<file path="src/frame_timing_search_unit_assert.svh">
// Assertion macros of the frame timing search RTL.
`ifndef FRAME_TIMING_SEARCH_UNIT_ASSERT_SVH
`define FRAME_TIMING_SEARCH_UNIT_ASSERT_SVH

// Same-cycle implication, checked on the rising clock edge outside reset.
`define FTS_ASSERT_IMP(label, ante, cons) \
    label: assert property (@(posedge clk) disable iff (!rst_n) (ante) |-> (cons)) \
        else $error("frame timing search check failed");

// Next-cycle implication, checked on the rising clock edge outside reset.
`define FTS_ASSERT_NXT(label, ante, cons) \
    label: assert property (@(posedge clk) disable iff (!rst_n) (ante) |=> (cons)) \
        else $error("frame timing search check failed");

`endif

</file>
<file path="src/fts_pkg.sv">
// Types and constants of the frame timing search unit.
package fts_pkg;

    localparam int MCLK_W     = 27;
    localparam int RATE_W     = 16;
    localparam int LEN_W      = 16;
    localparam int CNT_W      = 16;
    localparam int ERR_W      = 16;
    localparam int CLKDIV_W   = 4;
    localparam int CPF_W      = 32;
    localparam int MIN_W      = 9;
    localparam int DIVIDEND_W = 34;
    localparam int DIVISOR_W  = 16;
    localparam int DIV_CNT_W  = $clog2(DIVIDEND_W);
    localparam int IN_DATA_W  = 24;
    localparam int OUT_DATA_W = 56;
    localparam int CFG_IDX_W  = 1;

    localparam logic [CFG_IDX_W-1:0] CFG_MASTER_CLOCK = 1'd0;
    localparam logic [CFG_IDX_W-1:0] CFG_FOUR_BIT_BUS = 1'd1;

    localparam logic [MCLK_W-1:0] MCLK_RESET = 27'd24000000;
    localparam logic [MCLK_W-1:0] CLK_HIGH   = 27'd24000000;
    localparam logic [MCLK_W-1:0] CLK_MID    = 27'd12000000;

    localparam logic [MIN_W-1:0] MIN_LEN_BIN  = 9'd215;
    localparam logic [MIN_W-1:0] MIN_LEN_FULL = 9'd376;
    localparam logic [MIN_W-1:0] MIN_CNT_BIN  = 9'd172;
    localparam logic [MIN_W-1:0] MIN_CNT_QVGA = 9'd260;
    localparam logic [MIN_W-1:0] MIN_CNT_FULL = 9'd344;

    localparam logic [CPF_W-1:0] CPF_MAX = '1;

    localparam logic [CLKDIV_W-1:0] CLKDIV_8 = 4'd8;
    localparam logic [CLKDIV_W-1:0] CLKDIV_4 = 4'd4;
    localparam logic [CLKDIV_W-1:0] CLKDIV_2 = 4'd2;

    localparam logic [1:0] DIV_SEL_CPF = 2'd0;
    localparam logic [1:0] DIV_SEL_TOP = 2'd1;
    localparam logic [1:0] DIV_SEL_LC  = 2'd2;

    localparam logic [DIV_CNT_W-1:0] DIV_LAST = DIV_CNT_W'(DIVIDEND_W - 1);

    typedef struct packed {
        logic       load;
        logic       cpf_max;
        logic       div_start;
        logic [1:0] div_sel;
        logic       cpf_take;
        logic       top_take;
        logic       eval;
        logic       publish;
    } cmd_t;

    typedef struct packed {
        logic rate_zero;
        logic div_done;
        logic lc_ok;
        logic out_free;
    } stat_t;

endpackage

</file>
<file path="src/fts_divider.sv">
// Restoring divider that retires one quotient bit per cycle.
module fts_divider (
    input  logic                            clk,
    input  logic                            rst_n,
    input  logic                            start,
    input  logic [fts_pkg::DIVIDEND_W-1:0]  dividend,
    input  logic [fts_pkg::DIVISOR_W-1:0]   divisor,
    output logic                            done,
    output logic [fts_pkg::DIVIDEND_W-1:0]  quotient,
    output logic [fts_pkg::DIVISOR_W-1:0]   remainder
);
    import fts_pkg::*;

    logic                  busy_reg;
    logic                  done_reg;
    logic [DIV_CNT_W-1:0]  count_reg;
    logic [DIVIDEND_W-1:0] quo_reg;
    logic [DIVISOR_W-1:0]  rem_reg;
    logic [DIVISOR_W-1:0]  divisor_reg;

    logic [DIVISOR_W:0]    partial;
    logic [DIVISOR_W:0]    diff;
    logic                  ge;
    logic [DIVISOR_W-1:0]  rem_next;
    logic [DIVIDEND_W-1:0] quo_next;

    always_comb
    begin
        partial  = {rem_reg, quo_reg[DIVIDEND_W-1]};
        diff     = partial - {1'b0, divisor_reg};
        ge       = (partial >= {1'b0, divisor_reg});
        rem_next = ge ? diff[DIVISOR_W-1:0] : partial[DIVISOR_W-1:0];
        quo_next = {quo_reg[DIVIDEND_W-2:0], ge};
    end

    always_ff @(posedge clk or negedge rst_n)
    begin
        if (!rst_n)
        begin
            busy_reg  <= 1'b0;
            done_reg  <= 1'b0;
            count_reg <= '0;
        end
        else
        begin
            done_reg <= 1'b0;
            if (start)
            begin
                busy_reg  <= 1'b1;
                count_reg <= '0;
            end
            else if (busy_reg)
            begin
                count_reg <= count_reg + 1'b1;
                if (count_reg == DIV_LAST)
                begin
                    busy_reg <= 1'b0;
                    done_reg <= 1'b1;
                end
            end
        end
    end

    always_ff @(posedge clk)
    begin
        if (start)
        begin
            quo_reg     <= dividend;
            rem_reg     <= '0;
            divisor_reg <= divisor;
        end
        else if (busy_reg)
        begin
            quo_reg <= quo_next;
            rem_reg <= rem_next;
        end
    end

    assign done      = done_reg;
    assign quotient  = quo_reg;
    assign remainder = rem_reg;

endmodule

</file>
<file path="src/fts_datapath.sv">
// Datapath of the frame timing search: settings, search registers and result register.
`include "frame_timing_search_unit_assert.svh"

module fts_datapath #(
    parameter int LINES_PER_FRAME_CAP = 65535
) (
    input  logic                            clk,
    input  logic                            rst_n,
    input  logic                            cfg_we,
    input  logic [fts_pkg::CFG_IDX_W-1:0]   cfg_index,
    input  logic [fts_pkg::MCLK_W-1:0]      cfg_data,
    input  logic [fts_pkg::IN_DATA_W-1:0]   s_tdata,
    output logic                            m_tvalid,
    input  logic                            m_tready,
    output logic [fts_pkg::OUT_DATA_W-1:0]  m_tdata,
    input  fts_pkg::cmd_t                   cmd,
    output fts_pkg::stat_t                  stat
);
    import fts_pkg::*;

    logic [MCLK_W-1:0]     mclk_reg;
    logic                  four_bit_reg;
    logic                  found_reg;
    logic                  m_valid_reg;

    logic [RATE_W-1:0]     rate_reg;
    logic [MIN_W-1:0]      min_len_reg;
    logic [MIN_W-1:0]      min_cnt_reg;
    logic [CLKDIV_W-1:0]   clkdiv_reg;
    logic [1:0]            shift_reg;
    logic [CPF_W-1:0]      cpf_reg;
    logic                  sat_reg;
    logic [CNT_W-1:0]      lc_reg;
    logic [CPF_W:0]        best_len_reg;
    logic [CNT_W-1:0]      best_cnt_reg;
    logic [ERR_W-1:0]      best_err_reg;
    logic [OUT_DATA_W-1:0] m_data_reg;

    logic [CLKDIV_W-1:0]   clkdiv_sel;
    logic [1:0]            shift_sel;
    logic [MCLK_W-1:0]     mclk_shifted;
    logic [DIVIDEND_W-1:0] div_dividend;
    logic [DIVISOR_W-1:0]  div_divisor;
    logic                  div_done;
    logic [DIVIDEND_W-1:0] div_quo;
    logic [DIVISOR_W-1:0]  div_rem;
    logic [DIVIDEND_W-1:0] top_sum;

    logic [CPF_W:0]        base0;
    logic [CPF_W:0]        base1;
    logic                  ok0;
    logic                  ok1;
    logic [ERR_W-1:0]      err1;
    logic                  take0;
    logic                  take1;
    logic                  found_mid;
    logic [ERR_W-1:0]      err_mid;
    logic                  len_clip;
    logic [LEN_W-1:0]      len_out;

    always_comb
    begin
        if ((mclk_reg > CLK_HIGH) || !four_bit_reg)
        begin
            clkdiv_sel = CLKDIV_8;
            shift_sel  = 2'd3;
        end
        else if (mclk_reg > CLK_MID)
        begin
            clkdiv_sel = CLKDIV_4;
            shift_sel  = 2'd2;
        end
        else
        begin
            clkdiv_sel = CLKDIV_2;
            shift_sel  = 2'd1;
        end
    end

    assign mclk_shifted = mclk_reg >> shift_reg;

    always_comb
    begin
        unique case (cmd.div_sel)
            DIV_SEL_CPF:
            begin
                div_dividend = {mclk_shifted[MCLK_W-2:0], 8'd0};
                div_divisor  = rate_reg;
            end
            DIV_SEL_TOP:
            begin
                div_dividend = {2'b00, cpf_reg};
                div_divisor  = {{(DIVISOR_W-MIN_W){1'b0}}, min_len_reg};
            end
            DIV_SEL_LC:
            begin
                div_dividend = {2'b00, cpf_reg};
                div_divisor  = lc_reg;
            end
            default:
            begin
                div_dividend = '0;
                div_divisor  = '0;
            end
        endcase
    end

    fts_divider u_divider (
        .clk       (clk),
        .rst_n     (rst_n),
        .start     (cmd.div_start),
        .dividend  (div_dividend),
        .divisor   (div_divisor),
        .done      (div_done),
        .quotient  (div_quo),
        .remainder (div_rem)
    );

    assign top_sum = div_quo + {{(DIVIDEND_W-1){1'b0}}, (div_rem != '0)};

    // The two lengths around cpf / count: the lower leaves the remainder, the upper
    // overshoots by count minus the remainder.
    always_comb
    begin
        base0     = {1'b0, div_quo[CPF_W-1:0]};
        base1     = base0 + 1'b1;
        ok0       = (base0 >= {{(CPF_W+1-MIN_W){1'b0}}, min_len_reg});
        ok1       = (base1 >= {{(CPF_W+1-MIN_W){1'b0}}, min_len_reg});
        err1      = lc_reg - div_rem;
        take0     = ok0 && (!found_reg || (div_rem < best_err_reg));
        found_mid = found_reg || take0;
        err_mid   = take0 ? div_rem : best_err_reg;
        take1     = ok1 && (!found_mid || (err1 < err_mid));
    end

    always_comb
    begin
        len_clip = (best_len_reg > {{(CPF_W+1-LEN_W){1'b0}}, {LEN_W{1'b1}}});
        len_out  = len_clip ? {LEN_W{1'b1}} : best_len_reg[LEN_W-1:0];
    end

    always_ff @(posedge clk or negedge rst_n)
    begin
        if (!rst_n)
        begin
            mclk_reg     <= MCLK_RESET;
            four_bit_reg <= 1'b0;
            found_reg    <= 1'b0;
            m_valid_reg  <= 1'b0;
        end
        else
        begin
            if (cfg_we)
            begin
                unique case (cfg_index)
                    CFG_MASTER_CLOCK: mclk_reg     <= cfg_data;
                    CFG_FOUR_BIT_BUS: four_bit_reg <= cfg_data[0];
                    default:          mclk_reg     <= mclk_reg;
                endcase
            end
            if (cmd.load)
            begin
                found_reg <= 1'b0;
            end
            else if (cmd.eval)
            begin
                found_reg <= found_mid || take1;
            end
            if (cmd.publish)
            begin
                m_valid_reg <= 1'b1;
            end
            else if (m_tready)
            begin
                m_valid_reg <= 1'b0;
            end
        end
    end

    always_ff @(posedge clk)
    begin
        if (cmd.load)
        begin
            rate_reg     <= s_tdata[RATE_W-1:0];
            clkdiv_reg   <= clkdiv_sel;
            shift_reg    <= shift_sel;
            sat_reg      <= 1'b0;
            best_err_reg <= '0;
            if (s_tdata[RATE_W])
            begin
                min_len_reg  <= MIN_LEN_BIN;
                min_cnt_reg  <= MIN_CNT_BIN;
                best_len_reg <= {{(CPF_W+1-MIN_W){1'b0}}, MIN_LEN_BIN};
                best_cnt_reg <= {{(CNT_W-MIN_W){1'b0}}, MIN_CNT_BIN};
            end
            else
            begin
                min_len_reg  <= MIN_LEN_FULL;
                min_cnt_reg  <= s_tdata[RATE_W+1] ? MIN_CNT_QVGA : MIN_CNT_FULL;
                best_len_reg <= {{(CPF_W+1-MIN_W){1'b0}}, MIN_LEN_FULL};
                best_cnt_reg <= {{(CNT_W-MIN_W){1'b0}},
                                 s_tdata[RATE_W+1] ? MIN_CNT_QVGA : MIN_CNT_FULL};
            end
        end
        if (cmd.cpf_max)
        begin
            cpf_reg <= CPF_MAX;
            sat_reg <= 1'b1;
        end
        if (cmd.cpf_take)
        begin
            if (div_quo[DIVIDEND_W-1:CPF_W] != '0)
            begin
                cpf_reg <= CPF_MAX;
                sat_reg <= 1'b1;
            end
            else
            begin
                cpf_reg <= div_quo[CPF_W-1:0];
            end
        end
        if (cmd.top_take)
        begin
            if (top_sum > DIVIDEND_W'(LINES_PER_FRAME_CAP))
            begin
                lc_reg  <= CNT_W'(LINES_PER_FRAME_CAP);
                sat_reg <= 1'b1;
            end
            else
            begin
                lc_reg <= top_sum[CNT_W-1:0];
            end
        end
        if (cmd.eval)
        begin
            lc_reg <= lc_reg - 1'b1;
            if (take1)
            begin
                best_len_reg <= base1;
                best_cnt_reg <= lc_reg;
                best_err_reg <= err1;
            end
            else if (take0)
            begin
                best_len_reg <= base0;
                best_cnt_reg <= lc_reg;
                best_err_reg <= div_rem;
            end
        end
        if (cmd.publish)
        begin
            m_data_reg <= {2'b00, sat_reg | len_clip, found_reg, clkdiv_reg,
                           best_err_reg, best_cnt_reg, len_out};
        end
    end

    assign stat.rate_zero = (rate_reg == '0);
    assign stat.div_done  = div_done;
    assign stat.lc_ok     = (lc_reg >= {{(CNT_W-MIN_W){1'b0}}, min_cnt_reg});
    assign stat.out_free  = !m_valid_reg || m_tready;

    assign m_tvalid = m_valid_reg;
    assign m_tdata  = m_data_reg;

    `FTS_ASSERT_IMP(a_eval_in_range, cmd.eval,
        (lc_reg >= {{(CNT_W-MIN_W){1'b0}}, min_cnt_reg}))
    `FTS_ASSERT_IMP(a_publish_free, cmd.publish, (!m_valid_reg || m_tready))
    `FTS_ASSERT_IMP(a_found_len_min, found_reg,
        (best_len_reg >= {{(CPF_W+1-MIN_W){1'b0}}, min_len_reg}))
    `FTS_ASSERT_NXT(a_load_clears_found, cmd.load, !found_reg)

endmodule

</file>
<file path="src/fts_ctrl.sv">
// Controller of the frame timing search: sequences the divisions and the line count sweep.
module fts_ctrl (
    input  logic            clk,
    input  logic            rst_n,
    input  logic            s_tvalid,
    output logic            s_tready,
    input  fts_pkg::stat_t  stat,
    output fts_pkg::cmd_t   cmd
);
    import fts_pkg::*;

    localparam logic [2:0] ST_IDLE     = 3'd0;
    localparam logic [2:0] ST_CPF      = 3'd1;
    localparam logic [2:0] ST_CPF_WAIT = 3'd2;
    localparam logic [2:0] ST_TOP      = 3'd3;
    localparam logic [2:0] ST_TOP_WAIT = 3'd4;
    localparam logic [2:0] ST_CHECK    = 3'd5;
    localparam logic [2:0] ST_LC_WAIT  = 3'd6;
    localparam logic [2:0] ST_DONE     = 3'd7;

    logic [2:0] state_reg;
    logic [2:0] state_next;

    always_comb
    begin
        state_next = state_reg;
        cmd        = '0;
        unique case (state_reg)
            ST_IDLE:
            begin
                if (s_tvalid)
                begin
                    cmd.load   = 1'b1;
                    state_next = ST_CPF;
                end
            end
            ST_CPF:
            begin
                if (stat.rate_zero)
                begin
                    cmd.cpf_max = 1'b1;
                    state_next  = ST_TOP;
                end
                else
                begin
                    cmd.div_start = 1'b1;
                    cmd.div_sel   = DIV_SEL_CPF;
                    state_next    = ST_CPF_WAIT;
                end
            end
            ST_CPF_WAIT:
            begin
                if (stat.div_done)
                begin
                    cmd.cpf_take = 1'b1;
                    state_next   = ST_TOP;
                end
            end
            ST_TOP:
            begin
                cmd.div_start = 1'b1;
                cmd.div_sel   = DIV_SEL_TOP;
                state_next    = ST_TOP_WAIT;
            end
            ST_TOP_WAIT:
            begin
                if (stat.div_done)
                begin
                    cmd.top_take = 1'b1;
                    state_next   = ST_CHECK;
                end
            end
            ST_CHECK:
            begin
                if (stat.lc_ok)
                begin
                    cmd.div_start = 1'b1;
                    cmd.div_sel   = DIV_SEL_LC;
                    state_next    = ST_LC_WAIT;
                end
                else
                begin
                    state_next = ST_DONE;
                end
            end
            ST_LC_WAIT:
            begin
                if (stat.div_done)
                begin
                    cmd.eval   = 1'b1;
                    state_next = ST_CHECK;
                end
            end
            ST_DONE:
            begin
                if (stat.out_free)
                begin
                    cmd.publish = 1'b1;
                    state_next  = ST_IDLE;
                end
            end
            default:
            begin
                state_next = ST_IDLE;
            end
        endcase
    end

    always_ff @(posedge clk or negedge rst_n)
    begin
        if (!rst_n)
        begin
            state_reg <= ST_IDLE;
        end
        else
        begin
            state_reg <= state_next;
        end
    end

    assign s_tready = (state_reg == ST_IDLE);

endmodule

</file>
<file path="src/frame_timing_search_unit.sv">
// Top level of the frame timing search unit.
// Each request on the slave stream carries a target frame rate and the sensor mode; the
// block answers with one result on the master stream holding the line length, line
// count, error, clock divider and the found and saturated flags.
// Settings are written through cfg_we, cfg_index and cfg_data while no request is open:
// index 0 is the master clock in hertz, index 1 selects the four bit pixel bus.
// One request is worked on at a time. A shared divider that retires one quotient bit per
// cycle sets the time: it runs one division for the clocks per frame, one for the
// starting line count and one for each line count from the start down to the mode
// minimum; a zero rate skips the clocks per frame division. The block is ready for the
// next request once the result is loaded.
// The result sits in an output register; a new request is taken while it waits, and a
// finished search holds until that register is free, so a stalled receiver stalls
// the block only after the next search is done.
// Reset returns the settings to a 24 MHz master clock with the four bit bus deselected and empties
// the output register; no memory needs clearing.
// s_tdata: frame_rate_q8[15:0], binning[16], quarter_vga[17], zero padding.
// m_tdata: line_clocks[15:0], frame_lines[31:16], frame_error[47:32],
//          clock_divider[51:48], found[52], saturated[53], zero padding.
module frame_timing_search_unit #(
    parameter int LINES_PER_FRAME_CAP = 65535
) (
    input  logic                            clk,
    input  logic                            rst_n,
    input  logic                            cfg_we,
    input  logic [fts_pkg::CFG_IDX_W-1:0]   cfg_index,
    input  logic [fts_pkg::MCLK_W-1:0]      cfg_data,
    input  logic                            s_tvalid,
    output logic                            s_tready,
    // frame_rate_q8, binning, quarter_vga from the lowest bit up
    input  logic [fts_pkg::IN_DATA_W-1:0]   s_tdata,
    output logic                            m_tvalid,
    input  logic                            m_tready,
    // line_clocks, frame_lines, frame_error, clock_divider, found, saturated
    output logic [fts_pkg::OUT_DATA_W-1:0]  m_tdata
);
    import fts_pkg::*;

    cmd_t  cmd;
    stat_t stat;

    fts_ctrl u_ctrl (
        .clk      (clk),
        .rst_n    (rst_n),
        .s_tvalid (s_tvalid),
        .s_tready (s_tready),
        .stat     (stat),
        .cmd      (cmd)
    );

    fts_datapath #(
        .LINES_PER_FRAME_CAP (LINES_PER_FRAME_CAP)
    ) u_datapath (
        .clk       (clk),
        .rst_n     (rst_n),
        .cfg_we    (cfg_we),
        .cfg_index (cfg_index),
        .cfg_data  (cfg_data),
        .s_tdata   (s_tdata),
        .m_tvalid  (m_tvalid),
        .m_tready  (m_tready),
        .m_tdata   (m_tdata),
        .cmd       (cmd),
        .stat      (stat)
    );

endmodule
</file>
<file path="config.mk">
export PLATFORM = sky130hd
export DESIGN_NAME = frame_timing_search_unit
export DESIGN_NICKNAME = d
export VERILOG_FILES = /design/src/fts_pkg.sv /design/src/fts_divider.sv /design/src/fts_datapath.sv /design/src/fts_ctrl.sv /design/src/frame_timing_search_unit.sv
export VERILOG_INCLUDE_DIRS = /design/src /design/src/src
export SDC_FILE = /design/constraint.sdc
export NUM_CORES = 1
export LEC_CHECK = 0
export BUFFER_PORTS_ARGS = -buffer_cell sky130_fd_sc_hd__clkbuf_2
export CORE_ASPECT_RATIO = 1.4
export CORE_MARGIN = 2
export CORE_UTILIZATION = 50
export CTS_CLUSTER_SIZE = 10
export DETAILED_ROUTE_END_ITERATION = 10
export PLACE_DENSITY = 0.76
export RECOVER_POWER = 25
export SLEW_MARGIN = 20
export SYNTH_ARGS = -nofsm -noshare
export SYNTH_HDL_FRONTEND = slang
export SYNTH_HIERARCHICAL = 1
export SYNTH_SLANG_ARGS = --single-unit
</file>
<file path="constraint.sdc">
create_clock -name clk -period 12.13 [get_ports clk]
set_clock_uncertainty 0.2 [all_clocks]
set_input_delay 1.213 -clock clk [delete_from_list [all_inputs] [get_ports clk]]
set_output_delay 1.213 -clock clk [all_outputs]
set_load 0.01 [all_outputs]
</file>
Yosys cells after proc, flatten, opt, wreduce, memory -nomap -nowiden

Cells that the tools add are included.

Output and inout port bits: 58
Memory bits (read-only): 0
Bits in writable memories: 0
Register bits: 315
Bits in latches: 0
Memories kept: 0
Logic and storage cells: 152
Bits of input ports: 57

Bitwise operators: 2
$mul: 0
Divide/modulo/power cells: 0
Reduce and logical (&&, ||, !) cells: 27
Add/subtract/negate cells: 6
Equal/unequal tests: 14
$lt $le $gt $ge: 10
Muxes and demuxes: 68
Shift operators: 1

Operators with widths:

| operator                                                                           | number |
|---|---|
| 16-bit 2-to-1 mux                                                                  | 13 |
| 33-bit 2-to-1 mux                                                                  | 4 |
| 32-bit 2-to-1 mux                                                                  | 3 |
| 34-bit 2-to-1 mux                                                                  | 2 |
| 34-bit case mux with 2 select lines                                                | 1 |
| 16-bit case mux with 3 select lines                                                | 1 |
| 34-bit by 1-bit adder with 34-bit output                                           | 1 |
| 34-bit by 16-bit greater-than comparator with 1-bit output (second input constant) | 1 |
| 32-bit by 1-bit adder with 33-bit output (second input constant)                   | 1 |
| 33-bit by 9-bit >= comparator with 1-bit output                                    | 1 |
| 33-bit by 16-bit greater-than comparator with 1-bit output (second input constant) | 1 |
| 32-bit by 9-bit >= comparator with 1-bit output                                    | 1 |
| 16-bit < comparator                                                                | 2 |
| 16-bit subtractor                                                                  | 2 |
| 1-bit 2-to-1 mux                                                                   | 28 |
| 27-bit by 24-bit greater-than comparator with 1-bit output (second input constant) | 1 |
| 27-bit by 25-bit greater-than comparator with 1-bit output (second input constant) | 1 |
| 9-bit 2-to-1 mux                                                                   | 3 |
| 27-bit by 2-bit >> shifter with 26-bit output                                      | 1 |
| 3-bit 2-to-1 mux                                                                   | 7 |
| 3-bit case mux with 7 select lines                                                 | 1 |
| 17-bit by 16-bit >= comparator with 1-bit output                                   | 1 |
| 16-bit by 9-bit >= comparator with 1-bit output                                    | 1 |
| 16-bit logical NOT                                                                 | 1 |
| other kinds (26)                                                                   | 49 |

Depth between registers and ports, before layout

Gate-level depths: netlist of run 1.

Depth after elaboration: 10
Gate-level depth with buffers: 23
Depth with buffers taken out: 21

Modules after synthesis

Netlist of run 1, hierarchy kept.

By module, submodules not included:

| module       | instances | cells an instance | sequential area each (um^2) | area each (um^2) |
|---|---|---|---|---|
| fts_datapath | 1         | 1477              | 5958.2                      | 14109.8 |
| fts_divider  | 1         | 354               | 2021.9                      | 4098.9 |
| fts_ctrl     | 1         | 34                | 75.1                        | 271.5 |

Worst setup path before layout of run 1

No wires, ideal clock.

Path kind: register to register
From: reg u_datapath.best_err_reg[1]
To: reg u_datapath.best_err_reg[0]
Required time: 11808 ps
Data arrival time: 5171 ps
Buffers on the path: 5
Library setup time: 122 ps
Clock period less this slack: 5493 ps
Path slack: 6637 ps
Stages on the path, launching flop included: 23
Cells stage by stage: dfxtp_1 -> inv_1 -> ha_1 -> a2111o_1 -> a311oi_1 -> nand2_1 -> a21oi_1 -> clkbuf_1 -> buf_1 -> clkbuf_1 -> mux2i_1 -> ha_1 -> a21o_1 -> a21o_1 -> a21oi_1 -> o21ai_0 -> a221oi_1 -> o32a_1 -> nand3_1 -> and2_1 -> clkbuf_1 -> buf_2 -> a221o_1

Cells in the longest elaborated chain, start to end: 9
Elaborated cells between the ends (all ways): 12
Those cells by class: order compare (2); mux (4); reduce/logical (6)

Ends and longest elaborated chain:

| element                                                         | RTL line                                 | text |
|---|---|---|
| start, declared                                                 | fts_datapath.sv:36                       | `logic [ERR_W-1:0] best_err_reg;` |
| start signal, assigned                                          | fts_datapath.sv:241                      | `best_err_reg <= err1;` |
| start signal, assigned                                          | fts_datapath.sv:247                      | `best_err_reg <= div_rem;` |
| 16-bit < comparator                                             | fts_datapath.sv:130                      | `take0 = ok0 && (!found_reg \|\| (div_rem < best_err_reg));` |
| 1-bit logical OR                                                | fts_datapath.sv:130                      |  |
| 1-bit logical AND                                               | fts_datapath.sv:130                      |  |
| 16-bit 2-to-1 mux / 1-bit logical OR (equally long branches)    | fts_datapath.sv:132, fts_datapath.sv:131 |  |
| 16-bit < comparator / 1-bit logical NOT (equally long branches) | fts_datapath.sv:133                      | `take1 = ok1 && (!found_mid \|\| (err1 < err_mid));` |
| 1-bit logical OR                                                | fts_datapath.sv:133                      |  |
| 1-bit logical AND                                               | fts_datapath.sv:133                      |  |
| 16-bit 2-to-1 mux *                                             | fts_datapath.sv:237                      | `if (take1)` |
| 16-bit 2-to-1 mux *                                             | fts_datapath.sv:234                      | `if (cmd.eval)` |

Every way passes the cells marked *; elsewhere a longest branch is shown, timed or not.
A chain may end at the register's enable or synchronous reset.

Worst setup path after layout of run 1

From: reg u_datapath.u_divider.rem_reg[15], in the netlist u_datapath/u_divider/remainder[15]
To: reg u_datapath.best_cnt_reg[4]

Cells in the longest elaborated chain, start to end: 9
Elaborated cells between the ends (all ways): 13
Those cells by class: add/sub (1); order compare (2); mux (4); reduce/logical (6)

Ends and longest elaborated chain:

| element                                                         | RTL line                                 | text |
|---|---|---|
| start, declared                                                 | fts_divider.sv:18                        | `logic [DIVISOR_W-1:0] rem_reg;` |
| start signal, assigned                                          | fts_divider.sv:75                        | `rem_reg <= rem_next;` |
| 16-bit < comparator                                             | fts_datapath.sv:130                      |  |
| 1-bit logical OR                                                | fts_datapath.sv:130                      |  |
| 1-bit logical AND                                               | fts_datapath.sv:130                      |  |
| 16-bit 2-to-1 mux / 1-bit logical OR (equally long branches)    | fts_datapath.sv:132, fts_datapath.sv:131 |  |
| 16-bit < comparator / 1-bit logical NOT (equally long branches) | fts_datapath.sv:133                      |  |
| 1-bit logical OR                                                | fts_datapath.sv:133                      |  |
| 1-bit logical AND                                               | fts_datapath.sv:133                      |  |
| 16-bit 2-to-1 mux *                                             | fts_datapath.sv:237                      |  |
| 16-bit 2-to-1 mux *                                             | fts_datapath.sv:234                      |  |
| end signal, assigned                                            | fts_datapath.sv:194                      | `best_cnt_reg <= {{(CNT_W-MIN_W){1'b0}}, MIN_CNT_BIN};` |
| end signal, assigned                                            | fts_datapath.sv:240                      | `best_cnt_reg <= lc_reg;` |
| end signal, assigned                                            | fts_datapath.sv:246                      | `best_cnt_reg <= lc_reg;` |
| end, declared                                                   | fts_datapath.sv:35                       | `logic [CNT_W-1:0] best_cnt_reg;` |

Marked as above.

==> results.md, run 1 <==
- Status: complete, but fails checks
- Violated checks: max-capacitance violations, max-slew violations
- Flops & latches, synth: 302
- Clock power frac: 46.0%
- Largest net degree at the start of global routing: between 70 and 80
- Fin crit period: between 7 and 8 ns
- Clk slew on worst S/H paths: 0.05 ns
- Met2 Usage GRT: between 40% and 50%
- # IOs: 115
- Most frequent cell after synthesis: edfxtp_1
- Number of flops mapped to enable cells by yosys: roughly 180
- Largest stage delay, worst path: about 0.68 ns
- Gr usage total: 27.0%
- Initial antenna violation count: 0
- Total area of sequential cells: 0.00806 mm2
- H-tree Lvls: 2
- Fmax: approximately 140 MHz
- Synth area leaders: edfxtp_1, dfxtp_1, ha_1
- Crit path cell chain: ha_1, nand4_1, nor3_1, a311oi_1, nand2_1, a21oi_4, buf_4, mux2i_1, ha_1, a21o_1, a21o_1, a21oi_1, o21ai_0, a221oi_1, o32a_1, and2_2, buf_4, o21ai_4, mux2_2
- Drt first pass iters: 5
- Hold Vio Cnt, Final: 0
- Setup TNS: 0 ns
- Setup Buffers After CTS: 0
- Post-CTS sizing: 0
- Worst path required time: 12.35 ns
- Syn Inst Count: roughly 1,900
- N_diodes: 0
- Hold Crit Endpoint: u_datapath/m_tdata[51]$_DFFE_PP_
- Relative slew slack: -62.9%
- Critical Path End Type: flop
- Crit-path max FO: 29
- RSZ-0062 raised after global routing: no
- Die ar.: 0.0385 mm2
- Rows: just over 80
- DIE HEIGHT: 231 um
- VDD IR-drop max: 78.8 uV
- Dominant synthesized flop cell: edfxtp_1
- DRC viols: 0
- CTS tree: done
- Syn Area/Cell: 9.91 um2
- RR Endpoint: u_datapath/best_cnt_reg[4]$_DFF_P_
- CP arrival: ~7.3 ns
- Crit-path slowest cell: dfxtp_1
- Final period util: about 58%
- Synth cell types: 106
- Async set or reset register ratio after synthesis: between 10% and 20%
- Post-Syn Area: roughly 0.018 mm2
- # port buffers: 105
- Fin. max-slew vios: 70
- R2r startpoint: u_datapath/u_divider/remainder[15]$_SDFFE_PP0P_
- Sequential area share after synthesis: roughly 44%
- Sw Pwr: ~0.47 mW
- Layout fillers: about 3,200
- Largest area contributor in the netlist: edfxtp_1
- Final instance area: 0.0203 mm2
- Footprint of the multi-input gates: about 0.0095 mm2
- Vias in the first global route: ~15,000
- Reg2Reg Depth: 19
- Final setup vio count: 0
- Yosys Warn Count: 6
- Worst skew pair latency: around 0.53 ns
- Post-synth top area share: between 20 and 30%
- Area after DPL: 0.0192 mm2
- Post-route ant nets: 0
- Largest register FFs: 53
- Final worst setup slack: 5.06 ns
- Leak Pwr: 8.13 nW
- Critical path launch point type: flop
- First-pass GRT wire length: ~83,000 um
- PwrDens: approximately 110 mW/mm2
- Routed WL: 53,300 um
- Wire per inst: approximately 22 um
- HP Class: reg2reg
- Worst-Margin Slew: ~2.4 ns
- Deepest clock path buffer count: 3
- Setup CP Type: reg2reg
- Switching Share: between 20% and 30%
- Core Area: between 0.03 and 0.04 mm2
- Via Count: around 15,000
- Pre-CTS setup slack: approximately 5.3 ns
- GRT busiest layer: met2
- Net count, final: ~2,100
- Gr ovfl total: 0
- R2R Setup Slk: 5.06 ns
- Global routing usage on met3: 3.14%
- Final core occ: a little under three fifths
- Starting density of the core: between 50% and 60%
- # hold bufs at CTS: 0
- Routability cong.: 0.904
- Gate power share: around 3.1%
- Met1 Use GR: ~29%
- Post-DP HPWL: about 38,000 um
- CTS Buf Count: 36
- Synth-to-Final Area Change: 9.70%
- HP Start: u_datapath/clkdiv_reg[3]$_SDFFCE_PP1P_
- Layout cells sized above 1: about 16%
- Max Cap Viol: 2
- Root buffer cell: clkbuf_16
- Seq pwr share: 50.9%
- Synth cell count leaders: edfxtp_1, nor2_1, nand2_1
- P_int: around 1.7 mW
- Inst Count DP: ~2,300
- TritonCTS Sinks: 302
- Non-Filler Instances: 2,403
- Die width: 166 um
- Hold Path Depth: 0
- Initial DRC Count: roughly 1,300
- Routed vias/inst: 6.35
## metal layers
layer / part of all wire [%] / up-vias
met2: 52 / 625
met4: 7.4 / 0
met5: 0 / -
met3: 5.6 / 208
met1: 35 / 7377
li1: - / 7043
## critical path: cells and delay by family (launching register included)
family	cells	cell delay [ns]
AO/OA/AOI/OAI	9	2.82
AND/OR/NAND/NOR	4	1.11
buffers and inverters	2	0.89
adder cells (fa/ha/maj)	2	0.63
multiplexers	2	0.59
flip-flops	1	0.68
## logic make-up after synthesis
| group | after synthesis | synth area share, % |
|---|---|---|
| XOR/XNOR | 68 | 3.22 |
| multiplexers | 121 | 7.08 |
| AND/OR/NAND/NOR | 641 | 17.6 |
| adder cells (fa/ha/maj) | 95 | 6.51 |
| other | 1 | 0.0203 |
| AO/OA/AOI/OAI | 409 | 16.5 |
| flip-flops | 302 | 43.6 |
| buffers and inverters | 228 | 5.52 |
## power groups by stage
stage          logic, mW  registers (mW)  clock network, mW
6_report          0.0682            1.12               1.01
2_1_floorplan     0.0452            1.13                  0
3_5_place_dp      0.0677            1.14                  0
4_1_cts           0.0683            1.12               1.02
3_3_place_gp      0.0654            1.14                  0
5_1_grt           0.0741            1.12               1.06
## cells in the final DEF (no fill, tap or decap), drive strengths merged, types with 31 or more instances in the layout
| master | instances |
|---|---|
| nand2b | 49 |
| clkbuf | 169 |
| dfxtp | 82 |
| mux2i | 43 |
| nor2 | 156 |
| nor4 | 44 |
| nor3 | 45 |
| a21oi | 70 |
| o21ai | 61 |
| dfrtp | 31 |
| mux2 | 78 |
| edfxtp | 179 |
| inv | 106 |
| nand2 | 151 |
| xnor2 | 48 |
| a22oi | 33 |
| ha | 93 |
| nand3 | 50 |
| nand4 | 39 |
## metrics by stage
step | hold WS, ns | total power, mW
detailed placement | 0.216 | 1.21
CTS | 0.229 | 2.21
floorplan | 0.200 | 1.18
global placement | 0.207 | 1.20
global route | 0.233 | 2.26
finish | 0.225 | 2.20
## worst max-delay path by stage
stage / startpoint / to / cells past startpoint
2_1_floorplan: u_datapath/best_err_reg[1]$_DFF_P_ / u_datapath/best_err_reg[0]$_DFF_P_ / 22
3_3_place_gp: u_datapath/u_divider/remainder[15]$_SDFFE_PP0P_ / u_datapath/best_len_reg[28]$_DFF_P_ / 18
3_5_place_dp: u_datapath/u_divider/remainder[15]$_SDFFE_PP0P_ / u_datapath/best_cnt_reg[4]$_DFF_P_ / 19
4_1_cts: u_datapath/u_divider/remainder[15]$_SDFFE_PP0P_ / u_datapath/best_cnt_reg[4]$_DFF_P_ / 19
5_1_grt: u_datapath/u_divider/remainder[15]$_SDFFE_PP0P_ / u_datapath/best_len_reg[9]$_DFF_P_ / 18
6_report: u_datapath/u_divider/remainder[15]$_SDFFE_PP0P_ / u_datapath/best_cnt_reg[4]$_DFF_P_ / 19
## area by class of cell
| class | instances | area share, % |
|---|---|---|
| sequential | 302 | 39.7 |
| clock buffer | 63 | 5.30 |
| tap | 467 | 2.88 |
| inverter | 106 | 1.96 |
| timing repair buffer | 127 | 3.39 |
| clock inverter | 1 | 0.0802 |
| multi-input combinational | 1337 | 46.6 |
(Power assumes the default switching activity.)
==> run 2: changes to the inputs <==
Settings changed: ABC_AREA from default to 1, PLACE_DENSITY 0.76 to 0.78.
Clock period 12.13 ns to 6.05 ns, I/O delays scaled along.
==> run 2 against run 1 <==
The run still ends with max-capacitance violations, max-slew violations left. Critical path depth unchanged. Sequential power grew to 2.9 times the previous value. Power rose to 4.5 times the previous value. Setup slack got worse by 3.8 ns. Clock power is 100% higher. Non-clock buffer count decreased by 3. Count of clock-buffer cells in the layout is the same. Worst hold slack lost 0.17 ns. Core utilization down 0.29 points. Register-to-register slack lost 3.8 ns. Area after synthesis increased by 4.1%. Largest cell class unchanged.
==> results.md, run 2 <==
- Synth cell types: 68
- Gr ovfl total: 0
- Final Power: 9.93 mW
- Flops & latches, synth: ~300
- Largest net degree at the start of global routing: 80
- Fmax: 208 MHz
- Layout cells sized above 1: 9.86%
- Root buffer cell: clkbuf_16
- Initial antenna violation count: 0
- Gr usage total: 29.2%
- Synth cell count leaders: nand2_1, inv_1, nand3_1
- # port buffers: ~110
- Post-synth top area share: around 28%
- CTS Buf Count: 36
- Fin. max-slew vios: between 80 and 90
- H-tree Lvls: 2
- Routability cong.: approximately 0.96
- Syn Area/Cell: ~7.7 um2
- Final period util: 79.5%
- Core Area: roughly 0.038 mm2
- Starting density of the core: about half
- Hold Vio Cnt, Final: 0
- Drt first pass iters: 6
- Setup TNS: 0 ns
- Post-route ant nets: 0
- Clk slew on worst S/H paths: about 0.06 ns
- Wire per inst: roughly 19 um
- VDD IR-drop max: between 200 and 300 uV
- HP Class: in2reg
- Initial DRC Count: ~1,600
- Met1 Use GR: between 30% and 40%
- Worst-Margin Slew: 2.65 ns
- Inst Count DP: approximately 3,000
- Deepest clock path buffer count: 3
- Footprint of the multi-input gates: ~0.0095 mm2
- Layout fillers: between 3,000 and 4,000
- Non-Filler Instances: between 3,000 and 4,000
- Most common cell after layout, fill and taps aside: nand2_1
- Number of flops mapped to enable cells by yosys: about 180
- GRT busiest layer: met2
- Yosys Warn Count: 6
- # IOs: roughly 120
- Critical path launch point type: flop
- Syn Inst Count: roughly 2,500
- Largest area contributor in the netlist: edfxtp_1
- Rows: 85
- Vias in the first global route: between 15,000 and 20,000
- Leading cell types in the layout, fill and taps excluded: nand2_1, inv_1, nand3_1
- Dominant synthesized flop cell: edfxtp_1
- CTS tree: done
- Relative slew slack: -76.4%
- Leak Pwr: between 9 and 10 nW
- Most frequent cell after synthesis: nand2_1
- RSZ-0062 raised after global routing: no
- PwrDens: approximately 470 mW/mm2
- Final setup vio count: 0
- Global routing usage on met3: 3.46%
- Critical Path End Type: flop
- Worst hold slack: between 0.05 and 0.06 ns
- Fin crit period: ~4.8 ns
- Async set or reset register ratio after synthesis: between 10 and 15%
- Routed WL: roughly 60,000 um
- Setup Buffers After CTS: 0
- Sequential area share after synthesis: 41.9%
- CP arrival: 4.90 ns
- Met2 Usage GRT: a little over half
- DRC viols: 0
- Final instance area: between 0.02 and 0.025 mm2
- Synth area leaders: edfxtp_1, nand2_1, dfxtp_1
- DIE HEIGHT: ~240 um
- TritonCTS Sinks: 302
- Net count, final: 2,720
- Post-DP HPWL: between 40,000 and 50,000 um
- Area after DPL: about 0.020 mm2
- First-pass GRT wire length: about 91,000 um
- Synth-to-Final Area Change: 9.45%
- Post-CTS sizing: 0
- Crit-path max FO: 29
- Routed vias/inst: about 5.7
- Die width: between 150 and 200 um
- Max Cap Viol: 2
- Via Count: 17,500
- Violated checks: max-capacitance violations, max-slew violations
- Setup CP Type: reg2reg
- Largest register FFs: 53
- Total area of sequential cells: between 0.008 and 0.009 mm2
- Worst path required time: 6.14 ns
- Post-Syn Area: between 0.015 and 0.02 mm2
- Status: complete, but fails checks
- N_diodes: 0
- Die ar.: roughly 0.04 mm2
- Worst skew pair latency: approximately 0.54 ns
run 2: stage by stage:
step	utilization (%)	worst slack, ns
after detailed placement	52.4	1.30
final	55.2	1.24
after floorplan	-	1.87
after global routing	55.2	0.799
after global placement	52.4	1.37
after CTS	55.3	1.28
run 2: path summary, 6_finish.rpt:
| check | startpoint | endpoint | slack, ns | depth (start not counted) |
|---|---|---|---|---|
| min in group asynchronous | rst_n | u_datapath/found_reg$_DFFE_PN0P_ | 1.33 | 3 |
| worst min-delay path | s_tdata[13] | u_datapath/rate_reg[13]$_DFFE_PP_ | 0.05 | 1 |
| worst max register to register | u_datapath/lc_reg[2]$_DFFE_PP_ | u_datapath/u_divider/quotient[20]$_DFFE_PP_ | 1.24 | 19 |
| worst max-delay path | u_datapath/lc_reg[2]$_DFFE_PP_ | u_datapath/u_divider/quotient[20]$_DFFE_PP_ | 1.24 | 19 |
| max in group asynchronous | rst_n | u_datapath/u_divider/count_reg[4]$_DFFE_PN0P_ | 2.79 | 3 |
| worst min register to register | u_datapath/clkdiv_reg[1]$_SDFFCE_PP0P_ | u_datapath/m_tdata[49]$_DFFE_PP_ | 0.22 | 0 |
run 2: layout make-up:
type / count / share of cell area [%]
clock buffer: 63 / 4.96
clock inverter: 3 / 0.125
tap: 478 / 2.84
sequential: 302 / 38.2
multi-input combinational: 1772 / 44.9
inverter: 332 / 5.92
timing repair buffer: 124 / 3.05
run 2: power by group:
part	internal [mW]	total (mW)	switching [mW]
clock network	1.17	2.03	0.856
logic	1.56	4.61	3.05
registers	2.71	3.30	0.586
total	5.44	9.93	4.49
run 2: metal layers:
layer,vias to the layer above,routed length (um)
met2,690,30000
li1,8364,-
met3,235,2820
met4,0,4650
met1,8169,20800
met5,-,0
run 2: timing repair:
| action | 4_1_cts | 5_1_grt |
|---|---|---|
| endpoints found under the hold margin | 20 | 0 |
| endpoints found under the setup margin | 0 | 0 |
| hold buffers | 1 | 0 |
run 2: cells by family after synthesis:
group | Yosys count | share of synthesized area (%)
compound gates | 272 | 8.50
xor+xnor | 80 | 3.64
fa+ha+maj | 95 | 6.25
buf+inv | 435 | 9.17
flops | 302 | 41.9
mux | 9 | 0.527
other cells | 1 | 0.0195
simple gates | 1313 | 30.0
run 2: critical path, stage by stage (launching register included):
cell and delay, ns:
edfxtp_1 0.60, inv_1 0.09, ha_1 0.28, nand2_1 0.06, nand2_1 0.07, a21o_1 0.11
a21oi_1 0.05, nor2_1 0.07, o21ai_0 0.07, nand2_1 0.06, a21oi_1 0.11, o211ai_1 0.31
nand2_1 0.13, inv_1 0.11, ha_1 0.85, inv_1 0.76, a32oi_1 0.39, nand2_1 0.07
nand2_1 0.09, nand2_1 0.06
==> run 3: changes to the inputs <==
Clock period 6.05 ns to 4.3 ns, I/O delays scaled along.
==> run 3 against run 2 <==
The flow still finishes with violations (max-capacitance violations, max-slew violations). Global-route usage increased by 0.94 points. Clock power up 49%. Setup slack got worse by 1.0 ns.
==> results.md, run 3 (synthesis results as in run 2) <==
- R2R Setup Slk: between 0.2 and 0.25 ns
- RR Endpoint: u_datapath/u_divider/quotient[14]$_DFFE_PP_
- P_int: around 8.7 mW
- # IOs: 115
- Hold Vio Cnt, Final: 0
- Synth-to-Final Area Change: 18.2%
- CP arrival: 4.29 ns
- Max Cap Viol: 1
- TritonCTS Sinks: 302
- Via Count: 18,200
- Post-route ant nets: 0
- Routability cong.: approximately 0.94
- R2r startpoint: u_datapath/lc_reg[1]$_DFFE_PP_
- Hold Crit Endpoint: u_datapath/min_cnt_reg[3]$_SDFFCE_PP1P_
- Fin. max-slew vios: 41
- Crit-path max FO: 19
- Most common cell after layout, fill and taps aside: nand2_1
- Leading cell types in the layout, fill and taps excluded: nand2_1, inv_1, nand3_1
- H-tree Lvls: 2
- Die ar.: about 0.040 mm2
- Violated checks: max-capacitance violations, max-slew violations
- CTS Buf Count: 37
- Non-Filler Instances: about 3,200
- Initial DRC Count: ~1,800
- Fin crit period: around 4.1 ns
- Largest register FFs: 53
- Deepest clock path buffer count: 3
- Critical Path End Type: flop
- Seq pwr share: 28.1%
- Post-DP HPWL: ~45,000 um
- RSZ-0062 raised after global routing: yes
- Status: complete, but fails checks
- Gate power share: a little over half
- Worst skew pair latency: 0.54 ns
- Hold Path Depth: 2
- Leak Pwr: around 11 nW
- Sw Pwr: 6.78 mW
- Total area of sequential cells: about 0.008 mm2
- Net count, final: between 2,000 and 3,000
- # port buffers: 105
- Critical path launch point type: flop
- Final core occ: about 60%
- Largest net degree at the start of global routing: 80
- Initial antenna violation count: 0
- Footprint of the multi-input gates: roughly 0.0096 mm2
- Gr ovfl total: 0
- Clk slew on worst S/H paths: 0.06 ns
- Final period util: between 90% and 100%
- N_diodes: 0
- Reg2Reg Depth: 21
- VDD IR-drop max: roughly 370 uV
- Worst path required time: between 4 and 5 ns
- Root buffer cell: clkbuf_16
- Layout cells sized above 1: 13.9%
- CTS tree: done
- Starting density of the core: about half
- Layout fillers: between 3,000 and 4,000
- Fmax: ~240 MHz
- Relative slew slack: -53.7%
- Setup CP Type: reg2reg
- Routed vias/inst: 5.65
- Wire per inst: ~19 um
- Worst-Margin Slew: about 2.3 ns
- HP Class: in2reg
- Gr usage total: 30.1%
- DRC viols: 0
- Clock power frac: between 10% and 20%
- Routed WL: about 62,000 um
- Rows: between 80 and 90
- Final setup vio count: 0
- Switching Share: approximately 44%
- Drt first pass iters: 8
- Vias in the first global route: 17,900
- Core Area: 0.0382 mm2
- PwrDens: slightly below 700 mW/mm2
- HP Start: s_tdata[17]
- First-pass GRT wire length: about 94,000 um
- Die width: between 150 and 200 um
- Inst Count DP: around 3,100
- DIE HEIGHT: 236 um
[run 3: metal layers]
layer / up-vias / wire length (um) / track usage, %
met1: 8581 / 21700 / 30.8
met3: 262 / 3240 / 3.62
met5: - / 0 / 0
li1: 8671 / - / -
met4: 0 / 5430 / 22.1
met2: 716 / 31500 / 55.7
[run 3: cell type report]
type                    instances  share of cell area [%]
clock buffers                  64                    4.74
inverters                     332                    5.51
well taps                     478                    2.63
flip-flops and latches        302                    35.5
clock inverters                 3                   0.336
repair buffers                273                    8.97
multi-input cells            1775                    42.3
[run 3: critical path: stages (launching register included)]
cell and delay (ns):
edfxtp_1 0.38, buf_4 0.21, inv_1 0.08, ha_1 0.20, nand2_1 0.07, nand2_1 0.07
a21o_1 0.16, a21oi_1 0.16, nor2_1 0.07, o21ai_0 0.14, nand2_1 0.07, a21oi_1 0.32
o211ai_1 0.23, nand2_1 0.17, inv_1 0.09, ha_1 0.27, inv_1 0.55, buf_4 0.23
nand2_1 0.05, inv_1 0.04, nand2_1 0.08, nand2_1 0.11
[run 3: worst max path at each step]
stage	startpoint	slack [ns]	endpoint
after floorplan	u_datapath/u_divider/quotient[0]$_DFFE_PP_	0.12	u_datapath/best_len_reg[13]$_DFF_P_
after global placement	u_datapath/lc_reg[0]$_DFFE_PP_	0.15	u_datapath/best_len_reg[26]$_DFF_P_
after detailed placement	u_datapath/lc_reg[0]$_DFFE_PP_	0.08	u_datapath/best_len_reg[26]$_DFF_P_
after CTS	u_datapath/lc_reg[0]$_DFFE_PP_	0.04	u_datapath/best_len_reg[10]$_DFF_P_
after global routing	u_datapath/min_len_reg[5]$_DFFE_PP_	-0.03	u_datapath/best_len_reg[2]$_DFF_P_
final	u_datapath/lc_reg[1]$_DFFE_PP_	0.22	u_datapath/u_divider/quotient[14]$_DFFE_PP_
[run 3: through the flow]
stage	setup WS, ns	power [mW]	TNS [ns]	area [um2]	hold WS, ns
2_1_floorplan	0.122	9.27	0	19300	-0.0656
3_3_place_gp	0.153	11.3	0	20800	0.0496
3_5_place_dp	0.0790	11.6	0	20800	0.0496
4_1_cts	0.0402	14.6	0	22400	0.0256
5_1_grt	-0.0289	16.5	-0.153	22700	0.0630
6_report	0.218	15.5	0	22700	0.0511
[run 3: power groups by stage]
stage	Clock [mW]	Combinational, mW	Sequential [mW]
floorplan	0	4.98	4.29
global placement	0	6.99	4.34
detailed placement	0	7.19	4.37
CTS	3.06	7.27	4.32
global route	3.18	8.91	4.40
finish	3.02	8.10	4.35
[run 3: repair_timing]
action                                  in CTS  in global routing
hold endpoints to repair                    78                  0
hold buffers                                48                  0
setup buffers                                0                  9
gates resized for setup                      0                 58
endpoints found under the setup margin       0                 88
